`config.mk`:
```
export PLATFORM = sky130hd
export DESIGN_NAME = source_code_tokenizer
export DESIGN_NICKNAME = d
export VERILOG_FILES = /design/src/rtl/sct_pkg.sv /design/src/rtl/sct_murmur.sv /design/src/rtl/source_code_tokenizer.sv
export VERILOG_INCLUDE_DIRS = /design/src /design/src/rtl
export SDC_FILE = /design/constraint.sdc
export NUM_CORES = 2
export LEC_CHECK = 0
export BUFFER_PORTS_ARGS = -buffer_cell sky130_fd_sc_hd__buf_2
export CORE_MARGIN = 5
export CORE_UTILIZATION = 50
export CTS_CLUSTER_DIAMETER = 80
export DETAILED_ROUTE_END_ITERATION = 10
export PLACE_DENSITY_LB_ADDON = 0.1
export SLEW_MARGIN = 25
export SYNTH_ARGS = -nofsm -noshare
export SYNTH_HDL_FRONTEND = slang
export SYNTH_SLANG_ARGS = --single-unit
```
`constraint.sdc`:
```
create_clock -name clk -period 18.6 [get_ports clk]
set_input_delay 1.86 -clock clk [delete_from_list [all_inputs] [get_ports clk]]
set_output_delay 1.86 -clock clk [all_outputs]
set_load 0.02 [all_outputs]
```
`src/rtl/source_code_tokenizer_defines.svh`:
```
// Assertion macros shared by the tokenizer RTL.
// No dependencies; included by files that carry concurrent checks.
`ifndef SOURCE_CODE_TOKENIZER_DEFINES_SVH
`define SOURCE_CODE_TOKENIZER_DEFINES_SVH
`ifndef SYNTH
`define SCT_ASSERT(lbl, clk, rst_n, prop) \
  lbl: assert property (@(posedge clk) disable iff (!rst_n) prop) \
    else $error("sct assertion failed");
`define SCT_ASSERT_ALWAYS(lbl, clk, prop) \
  lbl: assert property (@(posedge clk) prop) else $error("sct assertion failed");
`else
`define SCT_ASSERT(lbl, clk, rst_n, prop)
`define SCT_ASSERT_ALWAYS(lbl, clk, prop)
`endif
`endif

```
`src/rtl/sct_pkg.sv`:
```
// Types, token codes, character classes and keyword hash table for the tokenizer.
// No dependencies.
package sct_pkg;

  localparam int FIELD_W  = 24;
  localparam int KW_TABLE = 29;

  localparam logic [31:0] HASH_SEED = 32'hDEADBEEF;
  localparam logic [31:0] MUR_C1    = 32'hcc9e2d51;
  localparam logic [31:0] MUR_C2    = 32'h1b873593;
  localparam logic [31:0] MUR_C3    = 32'h85ebca6b;
  localparam logic [31:0] MUR_C4    = 32'hc2b2ae35;
  localparam logic [31:0] MUR_M5    = 32'd5;
  localparam logic [31:0] MUR_ADD   = 32'he6546b64;

  localparam logic [6:0] K_LPAREN = 7'd0,  K_RPAREN = 7'd1,  K_LBRACE = 7'd2;
  localparam logic [6:0] K_RBRACE = 7'd3,  K_LBRACK = 7'd4,  K_RBRACK = 7'd5;
  localparam logic [6:0] K_COMMA  = 7'd6,  K_DOT    = 7'd7,  K_SEMI   = 7'd8;
  localparam logic [6:0] K_TILDE  = 7'd9,  K_STAR   = 7'd10, K_STAR_EQ = 7'd11;
  localparam logic [6:0] K_MINUS  = 7'd12, K_ARROW  = 7'd13, K_DEC    = 7'd14;
  localparam logic [6:0] K_MINUS_EQ = 7'd15, K_PLUS = 7'd16, K_INC    = 7'd17;
  localparam logic [6:0] K_PLUS_EQ = 7'd18, K_COLON = 7'd19, K_SCOPE  = 7'd20;
  localparam logic [6:0] K_ASSIGN = 7'd21, K_PIPE   = 7'd22, K_OR     = 7'd23;
  localparam logic [6:0] K_AMP    = 7'd24, K_AND    = 7'd25, K_BANG   = 7'd26;
  localparam logic [6:0] K_NE     = 7'd27, K_EQ     = 7'd28, K_EQEQ   = 7'd29;
  localparam logic [6:0] K_LT     = 7'd30, K_LE     = 7'd31, K_GT     = 7'd32;
  localparam logic [6:0] K_GE     = 7'd33, K_SLASH  = 7'd34, K_SLASH_EQ = 7'd35;
  localparam logic [6:0] K_STRING = 7'd36, K_INTEGER = 7'd37, K_FLOAT = 7'd38;
  localparam logic [6:0] K_IDENT  = 7'd39, K_KW0    = 7'd40;

  localparam logic [1:0] E_NONE = 2'd0, E_CHAR = 2'd1, E_STR = 2'd2, E_CMT = 2'd3;

  typedef struct packed {
    logic [7:0] source_byte;
    logic       final_byte;
  } in_t;

  typedef struct packed {
    logic [6:0]         token_kind;
    logic [FIELD_W-1:0] start_offset;
    logic [FIELD_W-1:0] token_length;
    logic [FIELD_W-1:0] line_number;
    logic [FIELD_W-1:0] column_number;
    logic [1:0]         error_code;
    logic               run_end;
  } out_t;

  // hash engine request and response
  typedef struct packed {
    logic        start;
    logic        fin;
    logic        has_k;
    logic [31:0] h;
    logic [31:0] k;
    logic [31:0] len;
  } hcmd_t;

  typedef struct packed {
    logic        done;
    logic [31:0] res;
  } hrsp_t;

  typedef struct packed {
    logic       hit;
    logic [6:0] kind;
  } kind_hit_t;

  function automatic logic is_space(input logic [7:0] b);
    return b == " " || b == 8'h09 || b == 8'h0D || b == 8'h0B || b == 8'h0C ||
           b == 8'h00 || b == 8'h0A;
  endfunction

  function automatic logic is_digit(input logic [7:0] b);
    return b >= "0" && b <= "9";
  endfunction

  function automatic logic is_alpha(input logic [7:0] b);
    return (b >= "a" && b <= "z") || (b >= "A" && b <= "Z");
  endfunction

  function automatic logic is_ident(input logic [7:0] b);
    return is_alpha(b) || is_digit(b) || b == "_";
  endfunction

  function automatic kind_hit_t single_kind(input logic [7:0] c);
    kind_hit_t r;
    r = '{hit: 1'b1, kind: K_LPAREN};
    unique case (c)
      "(": r.kind = K_LPAREN;
      ")": r.kind = K_RPAREN;
      "{": r.kind = K_LBRACE;
      "}": r.kind = K_RBRACE;
      "[": r.kind = K_LBRACK;
      "]": r.kind = K_RBRACK;
      ",": r.kind = K_COMMA;
      ".": r.kind = K_DOT;
      ";": r.kind = K_SEMI;
      "~": r.kind = K_TILDE;
      default: r.hit = 1'b0;
    endcase
    return r;
  endfunction

  function automatic kind_hit_t starter_kind(input logic [7:0] c);
    kind_hit_t r;
    r = '{hit: 1'b1, kind: K_LPAREN};
    unique case (c)
      "*": r.kind = K_STAR;
      "-": r.kind = K_MINUS;
      "+": r.kind = K_PLUS;
      ":": r.kind = K_COLON;
      "|": r.kind = K_PIPE;
      "&": r.kind = K_AMP;
      "!": r.kind = K_BANG;
      "=": r.kind = K_EQ;
      "<": r.kind = K_LT;
      ">": r.kind = K_GT;
      "/": r.kind = K_SLASH;
      default: r.hit = 1'b0;
    endcase
    return r;
  endfunction

  function automatic kind_hit_t pair_kind(input logic [7:0] c, input logic [7:0] d);
    kind_hit_t r;
    r = '{hit: 1'b0, kind: K_LPAREN};
    unique case (c)
      "*": if (d == "=") r = '{1'b1, K_STAR_EQ};
      "-": begin
        if (d == ">") r = '{1'b1, K_ARROW};
        else if (d == "-") r = '{1'b1, K_DEC};
        else if (d == "=") r = '{1'b1, K_MINUS_EQ};
      end
      "+": begin
        if (d == "+") r = '{1'b1, K_INC};
        else if (d == "=") r = '{1'b1, K_PLUS_EQ};
      end
      ":": begin
        if (d == ":") r = '{1'b1, K_SCOPE};
        else if (d == "=") r = '{1'b1, K_ASSIGN};
      end
      "|": if (d == "|") r = '{1'b1, K_OR};
      "&": if (d == "&") r = '{1'b1, K_AND};
      "!": if (d == "=") r = '{1'b1, K_NE};
      "=": if (d == "=") r = '{1'b1, K_EQEQ};
      "<": if (d == "=") r = '{1'b1, K_LE};
      ">": if (d == "=") r = '{1'b1, K_GE};
      "/": if (d == "=") r = '{1'b1, K_SLASH_EQ};
      default: r.hit = 1'b0;
    endcase
    return r;
  endfunction

  // keyword text, right justified, zero padded
  localparam logic [47:0] KW_TXT [KW_TABLE] = '{
    "let", "var", "if", "else", "true", "false", "for", "in", "while", "nil",
    "extern", "return", "struct", "union", "enum", "u8", "u16", "u32", "u64",
    "i8", "i16", "i32", "i64", "f32", "f64", "char", "bool", "void", "ptr"
  };

  function automatic logic [31:0] mur_mix(input logic [31:0] k);
    logic [31:0] t;
    t = k * MUR_C1;
    t = {t[16:0], t[31:17]};
    return t * MUR_C2;
  endfunction

  function automatic logic [31:0] mur_fmix(input logic [31:0] h, input logic [31:0] len);
    logic [31:0] t;
    t = h ^ len;
    t = t ^ (t >> 16);
    t = t * MUR_C3;
    t = t ^ (t >> 13);
    t = t * MUR_C4;
    return t ^ (t >> 16);
  endfunction

  typedef logic [31:0] kw_tab_t [KW_TABLE];

  // elaboration-time hashes of the keyword texts
  function automatic kw_tab_t kw_table();
    kw_tab_t     tab;
    logic [31:0] h;
    logic [31:0] part;
    logic [47:0] txt;
    int          n;
    int          cnt;
    for (int i = 0; i < KW_TABLE; i++) begin
      txt  = KW_TXT[i];
      n    = 0;
      for (int j = 0; j < 6; j++) if (txt[8*j +: 8] != 8'h00) n = j + 1;
      h    = HASH_SEED;
      part = '0;
      cnt  = 0;
      for (int j = 0; j < n; j++) begin
        part = part | (32'(txt[8*(n-1-j) +: 8]) << (8*cnt));
        cnt  = cnt + 1;
        if (cnt == 4) begin
          h    = h ^ mur_mix(part);
          h    = {h[18:0], h[31:19]};
          h    = h * MUR_M5 + MUR_ADD;
          part = '0;
          cnt  = 0;
        end
      end
      if (cnt != 0) h = h ^ mur_mix(part);
      tab[i] = mur_fmix(h, 32'(n));
    end
    return tab;
  endfunction

  localparam kw_tab_t KW_HASH = kw_table();

endpackage

```
`src/rtl/sct_murmur.sv`:
```
// Iterative MurmurHash3 x86_32 engine: block mix and finalization on one multiplier.
// Depends on sct_pkg and source_code_tokenizer_defines.svh.
`include "source_code_tokenizer_defines.svh"
module sct_murmur
  import sct_pkg::*;
(
  input  logic  clk,
  input  logic  rst_n,
  input  hcmd_t cmd,
  output hrsp_t rsp
);

  typedef enum logic [2:0] {
    H_IDLE, H_K1, H_K2, H_HMIX, H_HADD, H_F1, H_F2, H_F3
  } hstate_t;

  hstate_t     state_r, state_nxt;
  logic [31:0] h_r, h_nxt, p_r, p_nxt, len_r, len_nxt, res_r, res_nxt;
  logic        fin_r, fin_nxt, mixed_r, mixed_nxt, done_r, done_nxt;
  logic [31:0] mul_a, mul_b, prod, fx;

  // operand select for the shared multiplier
  always_comb begin
    fx    = (mixed_r ? (h_r ^ p_r) : h_r) ^ len_r;
    mul_a = '0;
    mul_b = '0;
    unique case (state_r)
      H_K1:   begin mul_a = p_r; mul_b = MUR_C1; end
      H_K2:   begin mul_a = {p_r[16:0], p_r[31:17]}; mul_b = MUR_C2; end
      H_HMIX: begin mul_a = {h_r[18:0] ^ p_r[18:0], h_r[31:19] ^ p_r[31:19]}; mul_b = MUR_M5; end
      H_F1:   begin mul_a = fx ^ (fx >> 16); mul_b = MUR_C3; end
      H_F2:   begin mul_a = p_r ^ (p_r >> 13); mul_b = MUR_C4; end
      default: begin mul_a = '0; mul_b = '0; end
    endcase
    prod = mul_a * mul_b;
  end

  always_comb begin
    state_nxt = state_r;
    h_nxt     = h_r;
    p_nxt     = p_r;
    len_nxt   = len_r;
    res_nxt   = res_r;
    fin_nxt   = fin_r;
    mixed_nxt = mixed_r;
    done_nxt  = 1'b0;
    unique case (state_r)
      H_IDLE: if (cmd.start) begin
        h_nxt     = cmd.h;
        p_nxt     = cmd.k;
        len_nxt   = cmd.len;
        fin_nxt   = cmd.fin;
        mixed_nxt = cmd.has_k;
        state_nxt = (!cmd.fin || cmd.has_k) ? H_K1 : H_F1;
      end
      H_K1: begin p_nxt = prod; state_nxt = H_K2; end
      H_K2: begin p_nxt = prod; state_nxt = fin_r ? H_F1 : H_HMIX; end
      H_HMIX: begin p_nxt = prod; state_nxt = H_HADD; end
      H_HADD: begin
        res_nxt = p_r + MUR_ADD; done_nxt = 1'b1; state_nxt = H_IDLE;
      end
      H_F1: begin p_nxt = prod; state_nxt = H_F2; end
      H_F2: begin p_nxt = prod; state_nxt = H_F3; end
      H_F3: begin
        res_nxt = p_r ^ (p_r >> 16); done_nxt = 1'b1; state_nxt = H_IDLE;
      end
      default: state_nxt = H_IDLE;
    endcase
  end

  always_ff @(posedge clk) begin
    if (!rst_n) begin
      state_r <= H_IDLE;
      done_r  <= 1'b0;
    end else begin
      state_r <= state_nxt;
      done_r  <= done_nxt;
    end
    h_r     <= h_nxt;
    p_r     <= p_nxt;
    len_r   <= len_nxt;
    res_r   <= res_nxt;
    fin_r   <= fin_nxt;
    mixed_r <= mixed_nxt;
  end

  assign rsp.done = done_r;
  assign rsp.res  = res_r;

  `SCT_ASSERT(a_start_idle, clk, rst_n, cmd.start |-> (state_r == H_IDLE))
  `SCT_ASSERT_ALWAYS(a_done_pulse, clk, done_r |=> !done_r)
  `SCT_ASSERT(a_last_step_done, clk, rst_n, (state_r == H_HADD || state_r == H_F3) |=> done_r)

endmodule

```
`src/rtl/source_code_tokenizer.sv`:
```
// Streaming source tokenizer top level: byte scanner, token staging and output register.
// Depends on sct_pkg, sct_murmur and source_code_tokenizer_defines.svh.
//
// Takes one source byte per transaction and emits up to three token transactions per
// byte, the last one flagged with run_end. Each byte walks a short sequencer (mode
// step, start-of-token step, end-of-text step, flush). Identifier bytes share one
// 32x32 multiplier in the hash engine: every fourth identifier byte adds a block mix,
// and the end of an identifier adds finalization plus the keyword match against the
// constant hash table. in_stall is high from the transaction until the sequencer is
// done with that byte; results wait in a one-deep staging register and the output
// register, so a stalled consumer holds the sequencer only when both are full. An
// error token ends the text; later bytes are dropped until a byte with final_byte
// set, which always restarts scanning on a new text.
`include "source_code_tokenizer_defines.svh"
module source_code_tokenizer
  import sct_pkg::*;
#(
  parameter int POSITION_BITS = 24,
  parameter int DEPTH_BITS    = 8,
  parameter int KEYWORD_COUNT = 29
) (
  input  logic clk,
  input  logic rst_n,
  input  logic in_valid,
  output logic in_stall,
  input  in_t  in_data,
  output logic out_valid,
  input  logic out_stall,
  output out_t out_data
);

  localparam int PB  = POSITION_BITS;
  localparam int KWN = (KEYWORD_COUNT < KW_TABLE) ? KEYWORD_COUNT : KW_TABLE;
  localparam logic [6:0] K_EOF = 7'(int'(K_KW0) + KEYWORD_COUNT);

  typedef enum logic [3:0] {
    M_IDLE, M_OP, M_IDENT, M_INT, M_FRAC, M_STRING, M_LINE, M_BLOCK, M_HALT
  } mode_t;

  typedef enum logic [3:0] {
    S_IDLE, S_MODE, S_HWAIT, S_KW, S_START, S_FIN, S_FKW, S_EOF, S_FLUSH
  } state_t;

  state_t          state_r, state_nxt, ret_r, ret_nxt;
  mode_t           mode_r, mode_nxt;
  logic            used_r, used_nxt, fin_r, fin_nxt;
  logic [7:0]      b_r, b_nxt, pend_r, pend_nxt;
  logic [PB-1:0]   pos_r, pos_nxt, line_r, line_nxt, col_r, col_nxt;
  logic [PB-1:0]   tstart_r, tstart_nxt, tline_r, tline_nxt, tcol_r, tcol_nxt;
  logic [PB-1:0]   tlen_r, tlen_nxt;
  logic [DEPTH_BITS-1:0] depth_r, depth_nxt;
  logic [31:0]     hacc_r, hacc_nxt, part_r, part_nxt;
  logic [1:0]      cnt_r, cnt_nxt;
  out_t            stg_r, stg_nxt, out_r, out_nxt;
  logic            stg_v_r, stg_v_nxt, out_v_r, out_v_nxt;

  hcmd_t           hcmd;
  hrsp_t           hrsp;

  logic            emit_en, restart, hold;
  out_t            emit_d;

  sct_murmur u_hash (
    .clk   (clk),
    .rst_n (rst_n),
    .cmd   (hcmd),
    .rsp   (hrsp)
  );

  function automatic logic [PB-1:0] sat_inc(input logic [PB-1:0] v);
    return (v == '1) ? v : PB'(v + 1'b1);
  endfunction

  function automatic out_t mk(input logic [6:0] k, input logic [PB-1:0] s,
                              input logic [PB-1:0] l, input logic [PB-1:0] ln,
                              input logic [PB-1:0] cl, input logic [1:0] e);
    out_t r;
    r.token_kind    = k;
    r.start_offset  = FIELD_W'(s);
    r.token_length  = FIELD_W'(l);
    r.line_number   = FIELD_W'(ln);
    r.column_number = FIELD_W'(cl);
    r.error_code    = e;
    r.run_end       = 1'b0;
    return r;
  endfunction

  // first keyword whose full hash matches wins
  function automatic logic [6:0] kw_kind(input logic [31:0] h);
    logic [6:0] k;
    k = K_IDENT;
    for (int i = KWN - 1; i >= 0; i--) if (KW_HASH[i] == h) k = 7'(int'(K_KW0) + i);
    return k;
  endfunction

  // staged result can only move out when the output register frees up
  assign hold     = stg_v_r && out_v_r && out_stall;
  assign in_stall = (state_r != S_IDLE);
  assign out_valid = out_v_r;
  assign out_data  = out_r;

  always_comb begin
    kind_hit_t   pk, sk, stk, bst;
    logic [31:0] part_new;
    logic        is_err;

    state_nxt  = state_r;
    ret_nxt    = ret_r;
    mode_nxt   = mode_r;
    used_nxt   = used_r;
    fin_nxt    = fin_r;
    b_nxt      = b_r;
    pend_nxt   = pend_r;
    pos_nxt    = pos_r;
    line_nxt   = line_r;
    col_nxt    = col_r;
    tstart_nxt = tstart_r;
    tline_nxt  = tline_r;
    tcol_nxt   = tcol_r;
    tlen_nxt   = tlen_r;
    depth_nxt  = depth_r;
    hacc_nxt   = hacc_r;
    part_nxt   = part_r;
    cnt_nxt    = cnt_r;
    stg_nxt    = stg_r;
    stg_v_nxt  = stg_v_r;
    out_nxt    = out_r;
    out_v_nxt  = out_v_r && out_stall;
    emit_en    = 1'b0;
    emit_d     = stg_r;
    restart    = 1'b0;
    hcmd       = '0;

    pk       = pair_kind(pend_r, b_r);
    stk      = starter_kind(pend_r);
    sk       = single_kind(b_r);
    bst      = starter_kind(b_r);
    part_new = part_r | (32'(b_r) << {cnt_r, 3'b000});
    is_err   = (mode_r == M_HALT) || (mode_r == M_STRING) || (mode_r == M_BLOCK);

    unique case (state_r)
      S_IDLE: if (in_valid) begin
        b_nxt     = in_data.source_byte;
        fin_nxt   = in_data.final_byte;
        state_nxt = S_MODE;
      end

      // continue the token in progress
      S_MODE: begin
        used_nxt  = 1'b0;
        state_nxt = S_START;
        unique case (mode_r)
          M_HALT: begin
            if (fin_r) restart = 1'b1;
            state_nxt = S_FLUSH;
          end
          M_OP: begin
            if (pk.hit) begin
              emit_en  = 1'b1;
              emit_d   = mk(pk.kind, tstart_r, '0, tline_r, tcol_r, E_NONE);
              mode_nxt = M_IDLE;
              used_nxt = 1'b1;
            end else if (pend_r == "/" && b_r == "*") begin
              mode_nxt  = M_BLOCK;
              depth_nxt = DEPTH_BITS'(1);
              pend_nxt  = '0;
              used_nxt  = 1'b1;
            end else if (pend_r == "/" && b_r == "/") begin
              mode_nxt = M_LINE;
              used_nxt = 1'b1;
            end else begin
              emit_en  = 1'b1;
              emit_d   = mk(stk.hit ? stk.kind : K_LPAREN, tstart_r, '0, tline_r, tcol_r,
                            E_NONE);
              mode_nxt = M_IDLE;
            end
          end
          M_IDENT: begin
            if (is_ident(b_r)) begin
              tlen_nxt = sat_inc(tlen_r);
              used_nxt = 1'b1;
              if (cnt_r == 2'd3) begin
                // full block: mix it into the accumulator
                hcmd.start = 1'b1;
                hcmd.h     = hacc_r;
                hcmd.k     = part_new;
                hcmd.has_k = 1'b1;
                part_nxt   = '0;
                cnt_nxt    = 2'd0;
                ret_nxt    = S_START;
                state_nxt  = S_HWAIT;
              end else begin
                part_nxt = part_new;
                cnt_nxt  = cnt_r + 2'd1;
              end
            end else begin
              hcmd.start = 1'b1;
              hcmd.fin   = 1'b1;
              hcmd.h     = hacc_r;
              hcmd.k     = part_r;
              hcmd.has_k = (cnt_r != 2'd0);
              hcmd.len   = 32'(tlen_r);
              mode_nxt   = M_IDLE;
              ret_nxt    = S_KW;
              state_nxt  = S_HWAIT;
            end
          end
          M_INT, M_FRAC: begin
            if (is_digit(b_r) || (mode_r == M_INT && b_r == ".")) begin
              if (b_r == ".") mode_nxt = M_FRAC;
              tlen_nxt = sat_inc(tlen_r);
              used_nxt = 1'b1;
            end else begin
              emit_en  = 1'b1;
              emit_d   = mk((mode_r == M_INT) ? K_INTEGER : K_FLOAT, tstart_r, tlen_r,
                            tline_r, tcol_r, E_NONE);
              mode_nxt = M_IDLE;
            end
          end
          M_STRING: begin
            used_nxt = 1'b1;
            if (b_r == "\"") begin
              emit_en  = 1'b1;
              emit_d   = mk(K_STRING, tstart_r, tlen_r, tline_r, tcol_r, E_NONE);
              mode_nxt = M_IDLE;
            end else begin
              tlen_nxt = sat_inc(tlen_r);
            end
          end
          M_LINE: begin
            if (b_r == 8'h0A) mode_nxt = M_IDLE;
            else used_nxt = 1'b1;
          end
          M_BLOCK: begin
            used_nxt = 1'b1;
            if (pend_r == "/" && b_r == "*") begin
              if (depth_r != '1) depth_nxt = depth_r + 1'b1;
              pend_nxt = '0;
            end else if (pend_r == "*" && b_r == "/") begin
              pend_nxt = '0;
              if (depth_r != '0) depth_nxt = depth_r - 1'b1;
              if (depth_r <= DEPTH_BITS'(1)) mode_nxt = M_IDLE;
            end else begin
              pend_nxt = b_r;
            end
          end
          default: mode_nxt = M_IDLE;
        endcase
      end

      S_HWAIT: if (hrsp.done) begin
        if (ret_r == S_START) hacc_nxt = hrsp.res;
        state_nxt = ret_r;
      end

      S_KW, S_FKW: if (!hold) begin
        emit_en   = 1'b1;
        emit_d    = mk(kw_kind(hrsp.res), tstart_r, tlen_r, tline_r, tcol_r, E_NONE);
        state_nxt = (state_r == S_KW) ? S_START : S_EOF;
      end

      // open a new token if the byte was not consumed, then advance the position
      S_START: if (!hold) begin
        if (!used_r && !is_space(b_r)) begin
          if (sk.hit) begin
            emit_en = 1'b1;
            emit_d  = mk(sk.kind, pos_r, '0, line_r, col_r, E_NONE);
          end else if (bst.hit) begin
            mode_nxt   = M_OP;
            pend_nxt   = b_r;
            tstart_nxt = pos_r;
            tline_nxt  = line_r;
            tcol_nxt   = col_r;
          end else if (b_r == "\"") begin
            mode_nxt   = M_STRING;
            tstart_nxt = sat_inc(pos_r);
            tline_nxt  = line_r;
            tcol_nxt   = col_r;
            tlen_nxt   = '0;
          end else if (is_alpha(b_r) || b_r == "_") begin
            mode_nxt   = M_IDENT;
            tstart_nxt = pos_r;
            tline_nxt  = line_r;
            tcol_nxt   = col_r;
            tlen_nxt   = PB'(1);
            hacc_nxt   = HASH_SEED;
            part_nxt   = 32'(b_r);
            cnt_nxt    = 2'd1;
          end else if (is_digit(b_r)) begin
            mode_nxt   = M_INT;
            tstart_nxt = pos_r;
            tline_nxt  = line_r;
            tcol_nxt   = col_r;
            tlen_nxt   = PB'(1);
          end else begin
            emit_en  = 1'b1;
            emit_d   = mk(K_EOF, pos_r, '0, line_r, col_r, E_CHAR);
            mode_nxt = M_HALT;
          end
        end
        if (b_r == 8'h0A) begin
          line_nxt = sat_inc(line_r);
          col_nxt  = PB'(1);
        end else begin
          col_nxt = sat_inc(col_r);
        end
        pos_nxt   = sat_inc(pos_r);
        state_nxt = S_FIN;
      end

      // end of text: close whatever is open
      S_FIN: begin
        if (!fin_r) begin
          state_nxt = S_FLUSH;
        end else if (!hold) begin
          state_nxt = S_EOF;
          unique case (mode_r)
            M_OP: begin
              emit_en = 1'b1;
              emit_d  = mk(stk.hit ? stk.kind : K_LPAREN, tstart_r, '0, tline_r, tcol_r,
                           E_NONE);
            end
            M_IDENT: begin
              hcmd.start = 1'b1;
              hcmd.fin   = 1'b1;
              hcmd.h     = hacc_r;
              hcmd.k     = part_r;
              hcmd.has_k = (cnt_r != 2'd0);
              hcmd.len   = 32'(tlen_r);
              ret_nxt    = S_FKW;
              state_nxt  = S_HWAIT;
            end
            M_INT, M_FRAC: begin
              emit_en = 1'b1;
              emit_d  = mk((mode_r == M_INT) ? K_INTEGER : K_FLOAT, tstart_r, tlen_r,
                           tline_r, tcol_r, E_NONE);
            end
            M_STRING: begin
              emit_en = 1'b1;
              emit_d  = mk(K_EOF, tstart_r, '0, tline_r, tcol_r, E_STR);
            end
            M_BLOCK: begin
              emit_en = 1'b1;
              emit_d  = mk(K_EOF, tstart_r, '0, tline_r, tcol_r, E_CMT);
            end
            default: state_nxt = S_EOF;
          endcase
        end
      end

      S_EOF: if (!hold) begin
        if (!is_err) begin
          emit_en = 1'b1;
          emit_d  = mk(K_EOF, pos_r, '0, line_r, col_r, E_NONE);
        end
        restart   = 1'b1;
        state_nxt = S_FLUSH;
      end

      // last result of this byte leaves with run_end set
      S_FLUSH: begin
        if (!stg_v_r) begin
          state_nxt = S_IDLE;
        end else if (!(out_v_r && out_stall)) begin
          out_nxt         = stg_r;
          out_nxt.run_end = 1'b1;
          out_v_nxt       = 1'b1;
          stg_v_nxt       = 1'b0;
          state_nxt       = S_IDLE;
        end
      end

      default: state_nxt = S_IDLE;
    endcase

    if (emit_en) begin
      if (stg_v_r) begin
        out_nxt   = stg_r;
        out_v_nxt = 1'b1;
      end
      stg_nxt   = emit_d;
      stg_v_nxt = 1'b1;
    end

    if (restart) begin
      mode_nxt   = M_IDLE;
      pos_nxt    = '0;
      line_nxt   = PB'(1);
      col_nxt    = PB'(1);
      tstart_nxt = '0;
      tline_nxt  = PB'(1);
      tcol_nxt   = PB'(1);
      pend_nxt   = '0;
      depth_nxt  = '0;
      hacc_nxt   = HASH_SEED;
      part_nxt   = '0;
      cnt_nxt    = 2'd0;
      tlen_nxt   = '0;
    end
  end

  always_ff @(posedge clk) begin
    if (!rst_n) begin
      state_r  <= S_IDLE;
      ret_r    <= S_START;
      mode_r   <= M_IDLE;
      pos_r    <= '0;
      line_r   <= PB'(1);
      col_r    <= PB'(1);
      tstart_r <= '0;
      tline_r  <= PB'(1);
      tcol_r   <= PB'(1);
      pend_r   <= '0;
      depth_r  <= '0;
      hacc_r   <= HASH_SEED;
      part_r   <= '0;
      cnt_r    <= 2'd0;
      tlen_r   <= '0;
      stg_v_r  <= 1'b0;
      out_v_r  <= 1'b0;
    end else begin
      state_r  <= state_nxt;
      ret_r    <= ret_nxt;
      mode_r   <= mode_nxt;
      pos_r    <= pos_nxt;
      line_r   <= line_nxt;
      col_r    <= col_nxt;
      tstart_r <= tstart_nxt;
      tline_r  <= tline_nxt;
      tcol_r   <= tcol_nxt;
      pend_r   <= pend_nxt;
      depth_r  <= depth_nxt;
      hacc_r   <= hacc_nxt;
      part_r   <= part_nxt;
      cnt_r    <= cnt_nxt;
      tlen_r   <= tlen_nxt;
      stg_v_r  <= stg_v_nxt;
      out_v_r  <= out_v_nxt;
    end
    used_r <= used_nxt;
    fin_r  <= fin_nxt;
    b_r    <= b_nxt;
    stg_r  <= stg_nxt;
    out_r  <= out_nxt;
  end

  `SCT_ASSERT(a_depth_open, clk, rst_n, (mode_r == M_BLOCK) |-> (depth_r != '0))
  `SCT_ASSERT(a_stage_no_overrun, clk, rst_n, (emit_en && stg_v_r) |-> !(out_v_r && out_stall))
  `SCT_ASSERT(a_eof_restart, clk, rst_n, (state_r == S_EOF && !hold) |=> (mode_r == M_IDLE && pos_r == '0))
  `SCT_ASSERT(a_hash_wait, clk, rst_n, hrsp.done |-> (state_r == S_HWAIT))

endmodule

```
==> results.py <==
metrics = {
    "run_status": {
        "status": "complete, no violations",
    },
    "floorplanning": {
        "dieArea_um2": 95800,
        "fp.dieH_um": 310,
        "io_pins": 121,
        "coreArea_um2": 88800,
        "die_x_um": 310,
        "std_cell_rows": 109,
        "initial_core_util_pct": 50.5,
    },
    "setup_path": {
        "worstPathMaxFanout": 37,
        "r2r_setup_slack_ps": 8360,
        "endpoint_kind": "flop",
        "critical_path_arrival_ps": 10610,
        "regToRegStartpoint": "u_hash.state_r[0]",
        "r2r-end": "u_hash.p_r[31]",
        "cp_num_buf_inv": 6,
        "slowest_delay_ps": 820,
        "worstPathRequired_ps": 18970,
        "cpMaxStageDelayCell": "dfxtp_1",
        "cp_common_cell": "fa_1",
        "critPathTopFamily": "adder cells",
        "path_class": "reg2reg",
        "start_kind": "flop",
        "reg2reg_depth": 33,
    },
    "flow_run": {
        "maxCapViolCount": 0,
    },
    "timing": {
        "setup_violations": 0,
        "hold_violations": 0,
        "relSlewSlack_pct": 27.9,
        "setup_ws_ps": 8360,
        "tightest_slew_ps": 1080,
        "fin_tns_setup_ps": 0,
        "fin_worst_skew_ps": 20.1,
        "rsz0062_at_grt": "no",
        "layout_min_cycle_time_ps": 10240,
        "fmax_mhz": 97.7,
        "slew_viol_final": 0,
        "post-route-period-util_pct": 55.0,
        "timing.hold.ws_ps": 445,
    },
    "hold_path": {
        "hold_start": "hacc_r[20]",
        "min_path_cells": 2,
        "hold_path_end": "hacc_r[20]",
        "hold_class": "reg2reg",
    },
    "finish": {
        "synthToLayoutAreaGrowth_pct": 9.20,
        "seq_area_um2": 15600,
        "multi_input_area_um2": 26200,
        "fin_nets": 5324,
        "fillers": 8070,
        "num_antenna_cells": 0,
        "final_util_pct": 55.2,
        "drive_gt1_share_pct": 9.13,
    },
    "power": {
        "power_density_nw_per_um2": 86.6,
        "internal-power_mw": 2.73,
        "p_comb_share_pct": 28.5,
        "pwr-share-seq_pct": 39.5,
        "finalPower_mw": 4.24,
        "power.switching_mw": 1.51,
        "ir_drop_mv": 0.0868,
        "p_leak_nw": 20.7,
        "clockPowerShare_pct": 32.0,
        "switching_share_pct": 35.7,
    },
    "placed_design": {
        "dp_slack_ps": 8580,
        "place_hpwl_um": 123000,
        "io_buffers": 120,
        "place_congestion": 1.11,
    },
    "logic_synthesis": {
        "synth_area_leaders": "edfxtp_1 (23%), fa_1 (18%), dfxtp_1 (12%), inv_1 (4.9%), nand2_1 (3.8%)",
        "synthArstFlopShare_pct": 0,
        "synth_flop_cell": "edfxtp_1",
        "synth.top_cell.area_share_pct": 23.0,
        "synthTopCellsByCount": "inv_1 (589), nand2_1 (459), nor2_1 (427)",
        "postSynthCellCount": 4727,
        "synth_warnings": 0,
        "synth_area_per_cell_um2": 9.49,
        "synth-edff-count": 343,
        "syn-cell-area_um2": 44900,
        "synth.distinct_cells": 103,
        "synth.most_common_cell": "inv_1",
        "synth_largest_area_cell": "edfxtp_1",
        "yosysSeqAreaShare_pct": 34.9,
        "postSynthNetCount": 5280,
        "synth-seq-cells": 610,
    },
    "clock_network": {
        "insertion_delay_ps": 630,
        "clock-root-buffer": "clkbuf_16",
        "cts_tree": "yes",
        "cts.sinks": 610,
        "clk_path_buf_depth": 3,
        "ctsHoldBuffers": 0,
        "cts.clk_slew.worst_paths_ps": 60,
        "htreeDepth": 3,
        "cts_buffers": 70,
        "postCtsSetupBuffers": 0,
        "cts_resized": 0,
    },
    "detailed_routing": {
        "drc": 0,
        "routed_wl_um": 158000,
        "viasPerCell": 5.84,
        "first_pass_iters": 6,
        "ant_nets": 0,
        "drt_iter0_drc": 3301,
        "wl_per_cell_um": 26.3,
        "vias": 35000,
    },
    "grt": {
        "grt_pass1_wl_um": 232000,
        "grt_pass1_vias": 35400,
        "antenna_found_initial": 2,
        "gr-total-overflow": 0,
        "grt_max_degree": 95,
        "grt_usage_pct": 32.6,
    },
}
stage by stage:
stage / cells / area, um2
global route: 5994 / 49000
global placement: 5864 / 46700
finish: 5994 / 49000
detailed placement: 5864 / 46700
CTS: 5994 / 49000
floorplan: 4727 / 44900
worst reg2reg max path: cells and delay by family (launching register included):
kind | cells | cell delay (ps)
compound gates | 10 | 2150
xor+xnor | 1 | 200
fa+ha+maj | 9 | 4230
buf+inv | 6 | 630
flops | 1 | 820
simple gates | 7 | 1950
layout by cell type (no fill, tap or decap), types with 62 or more instances in the layout:
cell         n
a21oi_1    239
and2_1     190
and3_1      71
buf_2      120
buf_4       81
clkbuf_16   70
dfxtp_1    267
edfxtp_1   343
fa_1       406
ha_1       134
inv_1      588
mux2_2      75
nand2_1    459
nand3_1    118
nand4_1     62
nor2_1     423
nor3_1      94
o21ai_0    151
xnor2_1    189
xor2_1     134
area by class of cell:
| cell class | instances | share of cell area [%] |
|---|---|---|
| repair buffers | 202 | 2.49 |
| multi-input cells | 3296 | 53.4 |
| well taps | 1165 | 2.97 |
| clock buffers | 101 | 3.96 |
| inverters | 591 | 4.53 |
| clock inverters | 29 | 0.705 |
| flip-flops and latches | 610 | 31.9 |
worst max path at each step:
stage,endpoint,slack [ps],start,depth (start not counted)
floorplan,flop,9150,out_stall,7
global placement,u_hash.p_r[27],8690,u_hash.state_r[0],30
detailed placement,u_hash.p_r[31],8580,u_hash.state_r[0],33
CTS,u_hash.p_r[31],8560,u_hash.state_r[0],33
global route,u_hash.p_r[27],7850,u_hash.state_r[1],31
finish,u_hash.p_r[31],8360,u_hash.state_r[0],33
cells by family after synthesis:
logic type	share of synthesized area (%)
and+or+nand+nor	18.4
buffers and inverters	7.07
AOI/OAI and AO/OA	9.11
DFF	34.9
adders and majority gates	21.8
xor gates and xnor gates	6.59
muxes	2.11
power groups by stage:
stage               clock (mW)  sequential (mW)  combinational (mW)
floorplan                    0             1.65               0.788
global placement             0             1.70                1.19
detailed placement           0             1.70                1.19
CTS                       1.39             1.67                1.20
global route              1.45             1.68                1.29
finish                    1.36             1.67                1.21
routing by layer:
layer	vias up	part of all wire, %	GRT usage [%]	routed length (um)
met5	-	0	0	0
met4	0	7.9	21.1	12500
met3	464	6.5	4.97	10300
met2	1451	46	52.1	72100
met1	17300	40	41.8	62900
li1	15800	-	-	-
Note: power is estimated with default switching activity, not from simulation.
